### src/sv/symbol_class_range_splitter_unit_defines.svh
// assertion macros for the symbol class range splitter
`ifndef SYMBOL_CLASS_RANGE_SPLITTER_UNIT_DEFINES_SVH
`define SYMBOL_CLASS_RANGE_SPLITTER_UNIT_DEFINES_SVH

// clocked check, held off while reset is asserted
`define SCRS_ASSERT(lbl, prop, msg) \
    lbl: assert property (@(posedge aclk) disable iff (!aresetn) prop) else $error(msg);

// condition that must never be seen outside reset
`define SCRS_ASSERT_NEVER(lbl, cond, msg) \
    lbl: assert property (@(posedge aclk) disable iff (!aresetn) !(cond)) else $error(msg);

`endif

### src/sv/scrs_pkg.sv
`timescale 1ns / 1ps

package scrs_pkg;

    localparam int POSITION_BITS = 16;
    localparam int SYMBOL_BITS   = 8;
    localparam int CLASS_BITS    = 7;
    localparam int RUN_BITS      = 8;
    localparam int FIELD_BITS    = 16;
    localparam int CFG_ADDR_BITS = 1;
    localparam int CFG_DATA_BITS = 16;
    localparam int TDATA_BITS    = 40;

    localparam logic [SYMBOL_BITS-1:0]   MAX_SYMBOL = 8'd64;
    localparam logic [RUN_BITS-1:0]      NO_CLASS   = 8'hFF;
    localparam logic [POSITION_BITS-1:0] POS_LIMIT  = '1;

    // configuration register indexes
    localparam logic [CFG_ADDR_BITS-1:0] REG_SPLIT_CLASS = 1'd0;
    localparam logic [CFG_ADDR_BITS-1:0] REG_SPLIT_LIMIT = 1'd1;

    // class bits
    localparam logic [CLASS_BITS-1:0] CLS_B0 = 7'(1 << 0);
    localparam logic [CLASS_BITS-1:0] CLS_B1 = 7'(1 << 1);
    localparam logic [CLASS_BITS-1:0] CLS_B2 = 7'(1 << 2);
    localparam logic [CLASS_BITS-1:0] CLS_B3 = 7'(1 << 3);
    localparam logic [CLASS_BITS-1:0] CLS_B4 = 7'(1 << 4);
    localparam logic [CLASS_BITS-1:0] CLS_B5 = 7'(1 << 5);
    localparam logic [CLASS_BITS-1:0] CLS_B6 = 7'(1 << 6);

    typedef struct packed {
        logic [FIELD_BITS-1:0] start_pos;
        logic [FIELD_BITS-1:0] range_end;
        logic [CLASS_BITS-1:0] range_class;
        logic                  sequence_done;
        logic                  error;
    } result_t;

    function automatic logic [CLASS_BITS-1:0] class_of(input logic [SYMBOL_BITS-1:0] sym);
        logic [CLASS_BITS-1:0] cls;
        if (sym <= 8'd5) begin
            cls = CLS_B0 | CLS_B2 | CLS_B4 | CLS_B5;
        end else if (sym <= 8'd25) begin
            cls = CLS_B0 | CLS_B2 | CLS_B5;
        end else if (sym <= 8'd31) begin
            cls = CLS_B1 | CLS_B2 | CLS_B4 | CLS_B5;
        end else if (sym <= 8'd51) begin
            cls = CLS_B1 | CLS_B2 | CLS_B5;
        end else if (sym <= 8'd61) begin
            cls = CLS_B0 | CLS_B1 | CLS_B3 | CLS_B4 | CLS_B5;
        end else begin
            cls = CLS_B6;
        end
        return cls;
    endfunction

endpackage

### src/sv/symbol_class_range_splitter_unit.sv
`timescale 1ns / 1ps
// channel | ports                                     | payload
// --------+-------------------------------------------+-------------------------------------
// input   | s_tvalid s_tready s_tdata s_tlast         | symbol in tdata, last_symbol on tlast
// result  | m_tvalid m_tready m_tdata m_tlast m_tuser | range in tdata, done/error on tlast/tuser
// config  | cfg_we cfg_addr cfg_wdata                 | split_class (0), split_limit (1)
//
// one symbol is taken per cycle while s_tready is high; classification and range
// update is a single step, its results are written to a four-entry result queue
// at the accepting edge and offered from the next cycle
// a symbol can give up to two results, sent one per cycle while m_tready is high;
// s_tready drops while fewer than two queue slots are free
// reset is synchronous and active low; no clearing pass is needed
`include "symbol_class_range_splitter_unit_defines.svh"

module symbol_class_range_splitter_unit (
    input  logic                                 aclk,
    input  logic                                 aresetn,
    input  logic                                 s_tvalid,
    output logic                                 s_tready,
    input  logic [scrs_pkg::SYMBOL_BITS-1:0]     s_tdata,   // [7:0] symbol
    input  logic                                 s_tlast,
    output logic                                 m_tvalid,
    input  logic                                 m_tready,
    output logic [scrs_pkg::TDATA_BITS-1:0]      m_tdata,   // [15:0] start_pos, [31:16]
                                                            // range_end, [38:32] range_class
    output logic                                 m_tlast,
    output logic                                 m_tuser,   // [0] error
    input  logic                                 cfg_we,
    input  logic [scrs_pkg::CFG_ADDR_BITS-1:0]   cfg_addr,
    input  logic [scrs_pkg::CFG_DATA_BITS-1:0]   cfg_wdata
);
    import scrs_pkg::*;

    localparam int FIFO_DEPTH = 4;
    localparam int PTR_BITS   = $clog2(FIFO_DEPTH);
    localparam int CNT_BITS   = PTR_BITS + 1;

    logic [RUN_BITS-1:0]      split_class_reg;
    logic [FIELD_BITS-1:0]    split_limit_reg;

    logic [RUN_BITS-1:0]      rc_reg, rc_next;
    logic [POSITION_BITS-1:0] origin_reg, origin_next;
    logic [POSITION_BITS-1:0] pos_reg, pos_next;
    logic                     split_on_reg, split_on_next;
    logic [FIELD_BITS-1:0]    left_reg, left_next;
    logic [RUN_BITS-1:0]      act_reg, act_next;
    logic                     stopped_reg, stopped_next;
    logic                     failed_reg, failed_next;
    logic                     at_start_reg;

    // state as seen by the incoming symbol, reloaded at a sequence start
    logic [RUN_BITS-1:0]      e_rc, e_act;
    logic [POSITION_BITS-1:0] e_origin, e_pos;
    logic                     e_split_on, e_stopped, e_failed;
    logic [FIELD_BITS-1:0]    e_left;

    logic [CLASS_BITS-1:0]    cls;
    logic [RUN_BITS-1:0]      anded;
    logic                     s_xfer, m_xfer;
    logic                     v0, v1;
    result_t                  res0, res1, first_res;

    result_t                  fifo_reg [FIFO_DEPTH];
    logic [PTR_BITS-1:0]      wr_ptr_reg, rd_ptr_reg;
    logic [CNT_BITS-1:0]      cnt_reg, cnt_next;
    logic [CNT_BITS-1:0]      n_wr;
    result_t                  head;

    assign s_xfer = s_tvalid && s_tready;
    assign m_xfer = m_tvalid && m_tready;

    always_comb begin
        if (at_start_reg) begin
            e_rc       = NO_CLASS;
            e_origin   = '0;
            e_pos      = '0;
            e_split_on = 1'b0;
            e_left     = split_limit_reg;
            e_act      = split_class_reg;
            e_stopped  = 1'b0;
            e_failed   = 1'b0;
        end else begin
            e_rc       = rc_reg;
            e_origin   = origin_reg;
            e_pos      = pos_reg;
            e_split_on = split_on_reg;
            e_left     = left_reg;
            e_act      = act_reg;
            e_stopped  = stopped_reg;
            e_failed   = failed_reg;
        end
    end

    assign cls   = class_of(s_tdata);
    assign anded = e_rc & {1'b0, cls};

    always_comb begin
        rc_next       = e_rc;
        origin_next   = e_origin;
        pos_next      = e_pos;
        split_on_next = e_split_on;
        left_next     = e_left;
        act_next      = e_act;
        stopped_next  = e_stopped;
        failed_next   = e_failed;
        v0            = 1'b0;
        v1            = 1'b0;
        res0          = '0;
        res1          = '0;
        if (!e_failed) begin
            if (e_pos >= POS_LIMIT || (!e_stopped && s_tdata > MAX_SYMBOL)) begin
                failed_next        = 1'b1;
                v0                 = 1'b1;
                res0.sequence_done = 1'b1;
                res0.error         = 1'b1;
            end else begin
                if (!e_stopped && anded != e_rc) begin
                    rc_next = anded;
                    if ({1'b0, cls} == e_act) begin
                        origin_next   = e_pos;
                        rc_next       = {1'b0, cls};
                        split_on_next = 1'b1;
                        if (e_left != '0) begin
                            left_next = e_left - 1'b1;
                            if (e_left == FIELD_BITS'(1)) begin
                                act_next = NO_CLASS;
                            end
                        end
                    end else if (e_split_on) begin
                        origin_next   = e_pos;
                        rc_next       = {1'b0, cls};
                        split_on_next = 1'b0;
                    end
                    if (e_rc != NO_CLASS) begin
                        v0               = 1'b1;
                        res0.start_pos   = FIELD_BITS'(e_origin);
                        res0.range_end   = FIELD_BITS'(e_pos);
                        res0.range_class = e_rc[CLASS_BITS-1:0];
                        // an all-zero class ends examination for this sequence
                        if (rc_next == '0) begin
                            stopped_next = 1'b1;
                        end
                    end
                end
                pos_next = e_pos + 1'b1;
                if (s_tlast) begin
                    v1                 = 1'b1;
                    res1.start_pos     = FIELD_BITS'(origin_next);
                    res1.range_end     = FIELD_BITS'(pos_next);
                    res1.range_class   = rc_next[CLASS_BITS-1:0];
                    res1.sequence_done = 1'b1;
                end
            end
        end
    end

    always_ff @(posedge aclk) begin
        if (!aresetn) begin
            split_class_reg <= NO_CLASS;
            split_limit_reg <= '0;
        end else if (cfg_we) begin
            unique case (cfg_addr)
                REG_SPLIT_CLASS: split_class_reg <= cfg_wdata[RUN_BITS-1:0];
                REG_SPLIT_LIMIT: split_limit_reg <= cfg_wdata[FIELD_BITS-1:0];
                default: ;
            endcase
        end
    end

    always_ff @(posedge aclk) begin
        if (!aresetn) begin
            rc_reg       <= NO_CLASS;
            origin_reg   <= '0;
            pos_reg      <= '0;
            split_on_reg <= 1'b0;
            left_reg     <= '0;
            act_reg      <= NO_CLASS;
            stopped_reg  <= 1'b0;
            failed_reg   <= 1'b0;
            at_start_reg <= 1'b1;
        end else if (s_xfer) begin
            rc_reg       <= rc_next;
            origin_reg   <= origin_next;
            pos_reg      <= pos_next;
            split_on_reg <= split_on_next;
            left_reg     <= left_next;
            act_reg      <= act_next;
            stopped_reg  <= stopped_next;
            failed_reg   <= failed_next;
            at_start_reg <= s_tlast;
        end
    end

    // result queue
    assign n_wr      = s_xfer ? (CNT_BITS'(v0) + CNT_BITS'(v1)) : '0;
    assign first_res = v0 ? res0 : res1;
    assign cnt_next  = cnt_reg + n_wr - CNT_BITS'(m_xfer);

    always_ff @(posedge aclk) begin
        if (!aresetn) begin
            wr_ptr_reg <= '0;
            rd_ptr_reg <= '0;
            cnt_reg    <= '0;
        end else begin
            wr_ptr_reg <= wr_ptr_reg + n_wr[PTR_BITS-1:0];
            rd_ptr_reg <= rd_ptr_reg + PTR_BITS'(m_xfer);
            cnt_reg    <= cnt_next;
        end
    end

    always_ff @(posedge aclk) begin
        if (n_wr != '0) begin
            fifo_reg[wr_ptr_reg] <= first_res;
        end
        if (n_wr == CNT_BITS'(2)) begin
            fifo_reg[wr_ptr_reg + 1'b1] <= res1;
        end
    end

    assign s_tready = cnt_reg <= CNT_BITS'(FIFO_DEPTH - 2);
    assign head     = fifo_reg[rd_ptr_reg];
    assign m_tvalid = cnt_reg != '0;
    assign m_tdata  = {1'b0, head.range_class, head.range_end, head.start_pos};
    assign m_tlast  = head.sequence_done;
    assign m_tuser  = head.error;

    `SCRS_ASSERT_NEVER(a_queue_bound, cnt_reg > CNT_BITS'(FIFO_DEPTH), "result queue overrun")
    `SCRS_ASSERT(a_error_zero, m_tvalid && m_tuser |-> m_tdata == '0, "error with range data")
    `SCRS_ASSERT(a_stop_class, stopped_reg && !at_start_reg |-> rc_reg == '0, "stopped on class")
    `SCRS_ASSERT(a_err_done, m_tvalid && m_tuser |-> m_tlast, "error not ending sequence")

endmodule

### config.mk
export PLATFORM = sky130hd
export DESIGN_NAME = symbol_class_range_splitter_unit
export DESIGN_NICKNAME = d
export VERILOG_FILES = /design/src/sv/scrs_pkg.sv /design/src/sv/symbol_class_range_splitter_unit.sv
export VERILOG_INCLUDE_DIRS = /design/src /design/src/sv
export SDC_FILE = /design/constraint.sdc
export NUM_CORES = 1
export LEC_CHECK = 0
export BUFFER_PORTS_ARGS = -buffer_cell sky130_fd_sc_hd__clkbuf_2
export CAP_MARGIN = 20
export CORE_AREA = 2 2 162 180
export CTS_CLUSTER_SIZE = 30
export DETAILED_ROUTE_END_ITERATION = 12
export DIE_AREA = 0 0 164 182
export PLACE_DENSITY = 0.75
export SYNTH_ARGS = -nofsm -noshare
export SYNTH_HDL_FRONTEND = slang
export SYNTH_SLANG_ARGS = --single-unit
### constraint.sdc
create_clock -name aclk -period 5.85 [get_ports aclk]
set_input_delay 1.17 -clock aclk [delete_from_list [all_inputs] [get_ports aclk]]
set_output_delay 1.17 -clock aclk [all_outputs]
set_load 0.01 [all_outputs]
-- Yosys cells after proc, flatten, opt, wreduce, memory -nomap -nowiden
Memory sizes are Yosys's and may differ from the RTL's. A register that Yosys moved wholly into a read port is not among the register bits.
Index checks and enable logic that the tools add are counted.
- logic and storage cells: 122
- bits of input ports: 31
- flip-flop bits (word level): 99
- output and inout bits: 44
- RAM bits: 164
- memories kept: 1
- mux-type cells: 72
- eq/ne operators: 5
- bitwise operators: 2
- $lt $le $gt $ge: 8
- add/subtract/negate cells: 8
- reductions and logical operators: 12
- memory list (memory ; words ; width ; rd ports ; clocked after memory_dff ; wr ports ; RTL line ; source):
    fifo_reg ; 4 ; 41 ; 1 ; 1 ; 2 ; symbol_class_range_splitter_unit.sv:64 ; result_t fifo_reg [FIFO_DEPTH];
- operator list (cell ; count):
    $mux 16 ; 15
    $mux 8 ; 16
    $mux 40 ; 3
    $mux 39 ; 3
    $mux 41 ; 2
    $mux 7 ; 5
    $mux 1 ; 25
    $add 16x1->16 const B ; 1
    $eq 16x1->1 const B ; 1
    $ge 16x16->1 const B ; 1
    $le 8x5->1 const B ; 2
    $le 8x6->1 const B ; 2
    $reduce_bool 16->1 ; 1
    $sub 16x1->16 const B ; 1
    $and 8x7->8 ; 1
    $eq 7x8->1 ; 1
    $gt 8x7->1 const B ; 1
    $le 8x3->1 const B ; 1
    $logic_not 8->1 ; 1
    $ne 8x8->1 ; 1
    $ne 8x8->1 const B ; 1
    $mux 2 ; 3
    $reduce_bool 3->1 ; 2
    $logic_and 1x1->1 ; 4
    other kinds (12) ; 13

-- Depth between registers and ports, before layout
Gate-level depths: netlist (run 1).
- depth in word-level cells: 18
- gate-level depth with buffers: 26
- depth with buffers taken out: 19

-- Worst setup path after synthesis (run 1)
No wires, ideal clock.
- path kind: register -> register
- from: register at_start_reg
- to: memory fifo_reg[2][10] in the netlist's numbering, enable pin
- setup time: 531 ps
- required time: 5319 ps
- cell stages (with the launch flop): 23
- clock period less this slack: 5522 ps
- path buffers: 8
- setup slack: 328 ps
- arrival time: 4992 ps
- cell sequence: dfxtp_1 buf_2 clkbuf_1 buf_2 clkinv_1 clkbuf_1 buf_1 nand2_1 inv_1 ha_1 and4b_1 nand4_1 o211a_1 clkbuf_1 nand2_1 inv_1 buf_1 ha_1 nor2_1 nor2_1 nand2_1 clkbuf_1 nand2_1
- RTL lines (what ; RTL line ; source):
    from (decl) ; symbol_class_range_splitter_unit.sv:50 ; logic at_start_reg;
    from (signal assigned) ; symbol_class_range_splitter_unit.sv:191 ; at_start_reg <= s_tlast;
    to (decl) ; symbol_class_range_splitter_unit.sv:64 ;

==> out/qor.csv, run 1 <==
metric,value,unit
worst min path class,reg -> reg,
hold_sp,split_limit_reg[7],
worst reg-to-reg path cell count,15,
post-cts resize count,0,
vias in the first global route,11277,
Clock Path Buffers,3,
peak supply drop,0.214,mV
Synth Flop Type,edfxtp_1,
FF/Latch Area,0.00687,sq mm
CTS tree,built,
drt total wl,39.9,mm
initial core utilization,48.9,%
final max-slew violation count,0,
CTS Hold Buffers Added,0,
Worst Path Max Fanout,14,
die area,0.0298,sq mm
Die Wd,164,microns
Diodes inserted,0,
final hold vios,0,
Syn Nets,1412,
status,finished clean,
Worst Max-Slew Pin Slew,0.992,ns
RSZ-0062 raised after global routing,no,
Synth Instances,1370,
gr usage total,26.7,%
Post-synth EDFFs,160,
Setup TNS,0,ns
top-area cell type share of the netlist area,34.8,%
gpl congestion,0.962,
placed cell count,1751,
share of cells above drive strength 1,15.9,%
Worst setup EP type,register,
Slew HR,33.8,%
Max Cap Viol,0,
Routed WL per cell,22.1,microns
critical path class,reg -> reg,
post-DP HPWL,26.9,mm
sequential share of the synthesized area,49.8,%
P_leak,0.00562,uW
critical path startpoint category,register,
synth unique cells,75,
die height,182,microns
pwr dens,343,mW/mm^2
grt total ovfl,0,
DRT Pass-1 Iters,8,
first-pass GRT wire length,62.4,mm
cell taking the most area after synthesis,edfxtp_1,
hold endpoint,split_limit_reg[7],
CTS Buf Count,27,
Post-CTS Setup Repair Bufs,0,
final non-filler cell total,1801,
vias per std cell,6.41,
reg2reg setup slack,0.52,ns
pin count of the biggest net entering global routing,88,
share of synthesized flip-flops with an asynchronous set or reset,0,%
Post-Syn Area,0.0138,sq mm
WHS Path Cells,2,
CTS sink cnt,263,
Crit path required time,6.23,ns
Util after Layout,55.2,%
Nets,1454,
"Clk pin slew, worst setup/hold paths",0.06,ns
multi-input logic area,0.00644,sq mm
most frequent cells in the layout,"nand2_1 (192), edfxtp_1 (160), dfxtp_1 (100)",
Area Overhead vs Synth,13.0,%
Core Box Area,0.0282,sq mm
Ys Warns,0,
io pins,75,
critical register-to-register path endpoint,fifo_reg[0][3],
fill count,2380,
Tmin final,5.33,ns
# setup viols final,0,
# rows,65,
DRC Markers,0,
via count,11550,
drt first-iter violations,1147,
clock latency at the later pin of the worst-skew pair,0.55,ns
input/output buffers,73,
Seq cells post-synth,263,
Worst EP arrival,5.70,ns
"commonest non-fill, non-tap cell in the layout",nand2_1,
Fin Clk Skew,0.0218,ns
worst r2r src,pos_reg[0],
synthesized area per cell,10.1,sq um
synth top area cells,"edfxtp_1 (35%), dfxtp_1 (15%), mux4_2 (6.7%)",
antenna violations before repair,0,
clk root buf,clkbuf_16,
fraction of the cycle the final worst path needs,91.0,%
# H-tree levels,1,
Antenna Nets Post-Route,0,
max reg flops,164,
Peak Freq,0.188,GHz
## cell usage after synthesis (15+ instances only)
library cell	count
nand3_1	53
dfxtp_1	103
a22o_1	37
nand2_1	196
a21oi_1	99
clkbuf_1	77
o2bb2ai_1	18
edfxtp_1	160
o21ai_0	76
inv_1	23
xnor2_1	20
a21o_1	31
mux2i_1	15
nor2b_1	16
o22ai_1	68
nor2_1	87
nor3_1	22
mux4_2	41
## metrics by stage
step           setup slack [ns]  cell area [sq um]  hold WS (ns)  power [uW]
3_5_place_dp              0.401              14600         0.454        3470
5_1_grt                   0.258              15600         0.487        5550
6_report                  0.524              15600         0.461        5350
2_1_floorplan             0.328              13800         0.433        3050
3_3_place_gp              0.514              14600         0.440        3460
4_1_cts                   0.751              15600         0.464        5370
## worst max path at each step
| stage | startpoint | endpoint |
|---|---|---|
| global placement | s_tdata[5] | fifo_reg[3][11] |
| finish | pos_reg[0] | fifo_reg[0][3] |
| global route | pos_reg[0] | fifo_reg[0][3] |
| floorplan | at_start_reg | fifo_reg[2][10] |
| detailed placement | s_tdata[5] | fifo_reg[3][11] |
| CTS | pos_reg[0] | fifo_reg[0][3] |
## routing by layer
metal  up-vias  part of all wire, %  GRT usage, %
met5         -                    0             0
met4         0                  5.0          13.1
met3       130                  9.2          4.23
met2       645                   47          43.5
met1      5510                   38          34.8
li1       5265                    -             -
## kinds of logic (layout without fill, tap and decap cells)
group | Yosys count | in the layout | share of synthesized area, %
buffers and inverters | 126 | 189 | 3.63
XOR/XNOR | 31 | 31 | 1.97
multiplexers | 60 | 60 | 8.11
adder cells (fa/ha/maj) | 11 | 11 | 1.05
flip-flops | 263 | 263 | 49.8
other | 1 | 1 | 0.0272
AND/OR/NAND/NOR | 457 | 457 | 15.4
AO/OA/AOI/OAI | 421 | 421 | 20.1
## critical path, stage by stage (launching register included)
cell,delay [ns]
dfxtp_1,0.58
nand2_1,0.34
inv_1,0.13
ha_1,0.42
and4b_1,0.34
nand4_1,0.13
o211a_1,0.24
nand2_1,0.29
inv_1,0.33
ha_1,0.49
o21ai_0,0.15
nor3_1,0.43
a21oi_1,0.16
nor2_1,0.70
a21oi_1,0.22
o21ai_0,0.20
## layout make-up
type                            count  share of cell area (%)
Timing Repair Buffer              115                    4.61
Multi-Input combinational cell    981                    41.3
Clock inverter                     17                    1.31
Sequential cell                   263                    44.1
Inverter                           24                   0.578
Clock buffer                       33                    5.15
Tap cell                          368                    2.95
## report_power, final
group          total [uW]  internal, uW  switching [uW]
clock network        1910          1160             746
logic                1210           506             701
registers            2230          2120             114
total                5350          3780            1560
Power figures use the tool's default switching activity.
==> inputs of run 2 (changes only) <==
--- a/config.mk
+++ b/config.mk
@@ -6,12 +6,13 @@
 export SDC_FILE = /design/constraint.sdc
 export NUM_CORES = 1
 export LEC_CHECK = 0
+export ABC_AREA = 1
 export BUFFER_PORTS_ARGS = -buffer_cell sky130_fd_sc_hd__clkbuf_2
 export CAP_MARGIN = 20
-export CORE_AREA = 2 2 162 180
+export CORE_AREA = 2 2 171 189
 export CTS_CLUSTER_SIZE = 30
 export DETAILED_ROUTE_END_ITERATION = 12
-export DIE_AREA = 0 0 164 182
+export DIE_AREA = 0 0 173 191
 export PLACE_DENSITY = 0.75
 export SYNTH_ARGS = -nofsm -noshare
 export SYNTH_HDL_FRONTEND = slang
==> run 2 against run 1 <==
Effect of this change: register-to-register slack gained 0.66 ns; sequential power grew 4%; cell area grew 8.3%; final cell count grew 36%; clock skew shrank 0.0085 ns; global-route usage shrank 0.78 points; clock-buffer cell count shrank 2; largest cell class is now multi-input gates; critical endpoint is now fifo_reg[3][34]; non-clock buffer count shrank 14.
==> out/qor.csv, run 2 <==
metric,value,unit
status,finished clean,
Fin Clk Skew,0.0133,ns
Peak Freq,0.215,GHz
Post-Syn Area,0.0154,sq mm
Antenna Nets Post-Route,0,
Synth Instances,1987,
DRT Pass-1 Iters,6,
gr usage total,26.0,%
critical path startpoint category,register,
sequential share of the synthesized area,44.7,%
clk root buf,clkbuf_16,
Die Wd,173,microns
# rows,68,
vias in the first global route,13293,
Worst EP arrival,4.84,ns
"commonest non-fill, non-tap cell in the layout",nand2_1,
top-area cell type share of the netlist area,31.3,%
drt total wl,43.7,mm
die height,191,microns
Core Box Area,0.0311,sq mm
top-count cell post-synth,nand2_1,
drt first-iter violations,1831,
internal power,3830,uW
input/output buffers,73,
pin count of the biggest net entering global routing,84,
CTS sink cnt,263,
Clock Path Buffers,3,
Synth Flop Type,edfxtp_1,
pwr dens,353,mW/mm^2
Crit path required time,6.03,ns
fill count,2919,
final max-slew violation count,0,
clock latency at the later pin of the worst-skew pair,0.55,ns
Combinational Power Share,29.9,%
cell taking the most area after synthesis,edfxtp_1,
Post-DP Area,0.0159,sq mm
"Clk pin slew, worst setup/hold paths",0.06,ns
# H-tree levels,1,
critical path class,reg -> reg,
Tmin final,4.66,ns
Ys Warns,0,
switching power of the nets,2130,uW
vias per std cell,5.84,
grt total ovfl,0,
synthesized area per cell,7.73,sq um
"Design Area, Final",0.0169,sq mm
io pins,75,
fraction of the cycle the final worst path needs,79.7,%
Seq pwr share,39.1,%
post-DP HPWL,29.6,mm
Setup TNS,0,ns
CTS Buf Count,28,
share of synthesized flip-flops with an asynchronous set or reset,0,%
die area,0.0330,sq mm
max reg flops,164,
P_leak,0.00678,uW
peak supply drop,0.262,mV
setup slack after layout,1.19,ns
CTS Hold Buffers Added,0,
Clk pwr share,31.0,%
Net Sw Frac,35.7,%
synth unique cells,55,
Hold Slack,0.459,ns
# setup viols final,0,
Max Cap Viol,0,
RSZ-0062 raised after global routing,no,
Nets,2044,
post-place setup slack,1.02,ns
Worst Path Max Fanout,43,
Worst setup EP type,register,
synth top area cells,"edfxtp_1 (31%), dfxtp_1 (13%), nand2_1 (12%)",
share of cells above drive strength 1,15.4,%
Routed WL per cell,17.9,microns
gpl congestion,0.936,
worst min path class,reg -> reg,
antenna violations before repair,0,
Seq cells post-synth,263,
Area Overhead vs Synth,9.89,%
Slew HR,41.0,%
post-cts resize count,0,
DRC Markers,0,
first-pass GRT wire length,70.3,mm
Diodes inserted,0,
synth cell count leaders,"nand2_1 (480), nor2_1 (178), o21ai_0 (175), edfxtp_1 (160), inv_1 (133)",
Post-CTS Setup Repair Bufs,0,
final hold vios,0,
CTS tree,built,
most frequent cells in the layout,"nand2_1 (480), nor2_1 (178), o21ai_0 (175)",
Syn Nets,2029,
initial core utilization,49.3,%
Worst Max-Slew Pin Slew,0.882,ns
Post-synth EDFFs,160,
via count,14275,
run 2: layout make-up:
class	instances	area (sq um)	share of cell area [%]
timing repair buffer	101	576	3.41
multi-input combinational	1443	7330	43.4
clock buffer	31	733	4.34
tap	420	526	3.11
clock inverter	21	229	1.36
sequential	263	6870	40.7
inverter	165	622	3.68
run 2: final timing paths:
check / slack, ns / cells after the start / startpoint / to
worst max register to register: 1.19 / 18 / at_start_reg / fifo_reg[3][34]
worst max-delay path: 1.19 / 18 / at_start_reg / fifo_reg[3][34]
worst min-delay path: 0.46 / 2 / split_limit_reg[8] / split_limit_reg[8]
worst min register to register: 0.46 / 2 / split_limit_reg[8] / split_limit_reg[8]
run 2: cells by family after synthesis:
group / after synthesis / share of synthesized area, %
and+or+nand+nor: 926 / 27.4
AOI/OAI and AO/OA: 484 / 17.8
buffers and inverters: 281 / 7.86
DFF: 263 / 44.7
xor gates and xnor gates: 19 / 1.13
adders and majority gates: 11 / 0.945
muxes: 2 / 0.130
other: 1 / 0.0244
run 2: metal layers:
layer | global-route usage (%) | part of all wire, %
met3 | 3.60 | 9.3
met4 | 8.96 | 3.3
met2 | 42.6 | 46
met5 | 0 | 0
met1 | 35.4 | 42
run 2: critical path, cell delays in order (launching register included):
cell and delay [ns]:
dfxtp_2 0.64, inv_4 0.15, buf_4 0.33, nand2_1 0.46, inv_1 0.28, nor2_4 0.27, inv_2 0.13, o21ai_4 0.15
ha_1 0.20, inv_1 0.05, nor2_2 0.17, inv_2 0.06, nor2_1 0.13, inv_2 0.09, nor3_2 0.10, buf_4 0.30
inv_2 0.14, nand2_1 0.08, buf_4 0.50
run 2: stage by stage:
stage / util [%] / total power [uW] / cells
finish: 54.2 / 5960 / 2444
global route: 54.2 / 6250 / 2444
CTS: 54.2 / 5970 / 2444
detailed placement: 51.1 / 4140 / 2392
global placement: 51.1 / 4100 / 2392
floorplan: - / 3570 / 1987
run 2: power groups by stage:
stage          clock [uW]  sequential (uW)  combinational, uW
6_report             1850             2330               1780
2_1_floorplan           0             2330               1250
5_1_grt              1930             2350               1970
3_5_place_dp            0             2370               1770
3_3_place_gp            0             2360               1740
4_1_cts              1860             2330               1780
==> inputs of run 3 (changes only) <==
--- a/config.mk
+++ b/config.mk
@@ -13,7 +13,7 @@
 export CTS_CLUSTER_SIZE = 30
 export DETAILED_ROUTE_END_ITERATION = 12
 export DIE_AREA = 0 0 173 191
-export PLACE_DENSITY = 0.75
+export PLACE_DENSITY = 0.72
 export SYNTH_ARGS = -nofsm -noshare
 export SYNTH_HDL_FRONTEND = slang
 export SYNTH_SLANG_ARGS = --single-unit
==> constraint.sdc (replaced) <==
create_clock -name aclk -period 4.5 [get_ports aclk]
set_input_delay 0.9 -clock aclk [delete_from_list [all_inputs] [get_ports aclk]]
set_output_delay 0.9 -clock aclk [all_outputs]
set_load 0.01 [all_outputs]
==> run 3 against run 2 <==
Effect of this change: register-to-register slack lost 0.66 ns; sequential cell count is the same; critical endpoint is now fifo_reg[2][6]; total power grew 31%; combinational power grew 37%; core utilization grew 0.43 points; first-iteration DRC count shrank 10%; largest cell class unchanged; global-route usage grew 1.2 points; sequential share of layout area shrank 0.32 points; critical path type unchanged; clock skew grew 0.0056 ns.
==> out/qor.csv, run 3 (synthesized netlist as in run 2, its figures left out) <==
metric,value,unit
"commonest non-fill, non-tap cell in the layout",nand2_1,
# rows,68,
drt first-iter violations,1639,
max reg flops,164,
Diodes inserted,0,
Worst Path Max Fanout,24,
Antenna Nets Post-Route,0,
# setup viols final,0,
Tmin final,3.97,ns
Slew HR,42.0,%
"most used cell, CP",inv_2,
input/output buffers,73,
post-cts resize count,0,
vias in the first global route,13522,
initial core utilization,49.3,%
io pins,75,
DRC Markers,0,
grt total ovfl,0,
Setup TNS,0,ns
RSZ-0062 raised after global routing,no,
worst min path class,reg -> reg,
peak supply drop,0.282,mV
Worst setup EP type,register,
Worst EP arrival,4.17,ns
antenna violations before repair,0,
die area,0.0330,sq mm
status,finished clean,
Routed WL per cell,18.5,microns
die height,191,microns
Slowest cell on crit path,dfxtp_2,
crit-path cells,inv_4 -> nand2_4 -> inv_1 -> ha_1 -> nand3_2 -> nor2_2 -> nand2_1 -> nand2_1 -> inv_2 -> nor2_4 -> inv_2 -> o21ai_4 -> ha_1 -> inv_1 -> nor2_2 -> inv_2 -> nor2_1 -> inv_2 -> nor3_2 -> inv_1 -> nand2_1 -> buf_4,
Post-CTS Setup Repair Bufs,0,
Area Overhead vs Synth,10.8,%
clock latency at the later pin of the worst-skew pair,0.55,ns
Nets,2064,
Crit path max-delay family,simple AND/OR/NAND/NOR gates,
fraction of the cycle the final worst path needs,88.3,%
first-pass GRT wire length,72.2,mm
Clock Path Buffers,3,
CTS Hold Buffers Added,0,
Max Cap Viol,0,
most frequent cells in the layout,"nand2_1 (477), nor2_1 (178), o21ai_0 (175)",
P_leak,0.00688,uW
Core Box Area,0.0311,sq mm
CP bufs+invs,9,
Peak Freq,0.252,GHz
final max-slew violation count,0,
post-DP HPWL,30.8,mm
# H-tree levels,1,
pin count of the biggest net entering global routing,83,
CTS sink cnt,263,
gr usage total,27.2,%
Tot Pwr,7810,uW
final hold vios,0,
gpl congestion,0.959,
Critical Path Max Stage Delay,0.41,ns
Die Wd,173,microns
DRT Pass-1 Iters,6,
CTS Buf Count,29,
drt total wl,45.6,mm
CTS tree,built,
vias per std cell,5.84,
Fin Clk Skew,0.0189,ns
Worst Max-Slew Pin Slew,0.867,ns
"Clk pin slew, worst setup/hold paths",0.06,ns
critical path startpoint category,register,
Crit path required time,4.70,ns
pwr dens,459,mW/mm^2
clk root buf,clkbuf_16,
critical path class,reg -> reg,
share of cells above drive strength 1,16.0,%
via count,14382,
## run 3: area by class of cell
| class | instances | area [sq um] |
|---|---|---|
| Fill cell | 2884 | 14100 |
| Multi-Input combinational cell | 1443 | 7340 |
| Sequential cell | 263 | 6870 |
| Clock buffer | 43 | 832 |
| Timing Repair Buffer | 120 | 718 |
| Inverter | 165 | 622 |
| Tap cell | 420 | 526 |
| Clock inverter | 10 | 114 |
## run 3: worst paths after layout
kind | from | endpoint | slack, ns | cells after the start
max | at_start_reg | fifo_reg[2][6] | 0.53 | 22
min | split_class_reg[0] | split_class_reg[0] | 0.45 | 2
max reg2reg | at_start_reg | fifo_reg[2][6] | 0.53 | 22
min reg2reg | split_class_reg[0] | split_class_reg[0] | 0.45 | 2
## run 3: worst register-to-register path, stage by stage, from the launching register on
cell	delay, ns
dfxtp_2	0.41
inv_4	0.18
nand2_4	0.10
inv_1	0.07
ha_1	0.19
nand3_2	0.19
nor2_2	0.25
nand2_1	0.13
nand2_1	0.12
inv_2	0.07
nor2_4	0.19
inv_2	0.12
o21ai_4	0.08
ha_1	0.16
inv_1	0.05
nor2_2	0.19
inv_2	0.06
nor2_1	0.17
inv_2	0.10
nor3_2	0.16
inv_1	0.18
nand2_1	0.12
buf_4	0.36
## run 3: power breakdown
part           internal [uW]  total [uW]  switching, uW  leakage (uW)
logic                    729        2430           1700       0.00409
clock network           1400        2360            963      0.000457
registers               2880        3010            134       0.00233
total                   5000        7810           2800       0.00688
## run 3: metal layers
layer	GRT usage, %	vias up	share of wire, %
met5	0	-	0
met4	13.8	0	4.7
met3	4.71	141	9.3
met2	44.7	805	46
met1	34.6	6603	40
li1	-	6833	-
## run 3: per-stage QoR
step	utilization (%)	instance area, sq um	std cells	hold WS, ns	setup WS, ns
2_1_floorplan	-	15400	1987	0.421	0.0201
3_3_place_gp	51.6	16100	2411	0.439	0.434
6_report	54.6	17000	2464	0.450	0.527
5_1_grt	54.6	17000	2464	0.481	0.209
3_5_place_dp	51.6	16100	2411	0.440	0.390
4_1_cts	54.6	17000	2464	0.455	0.575
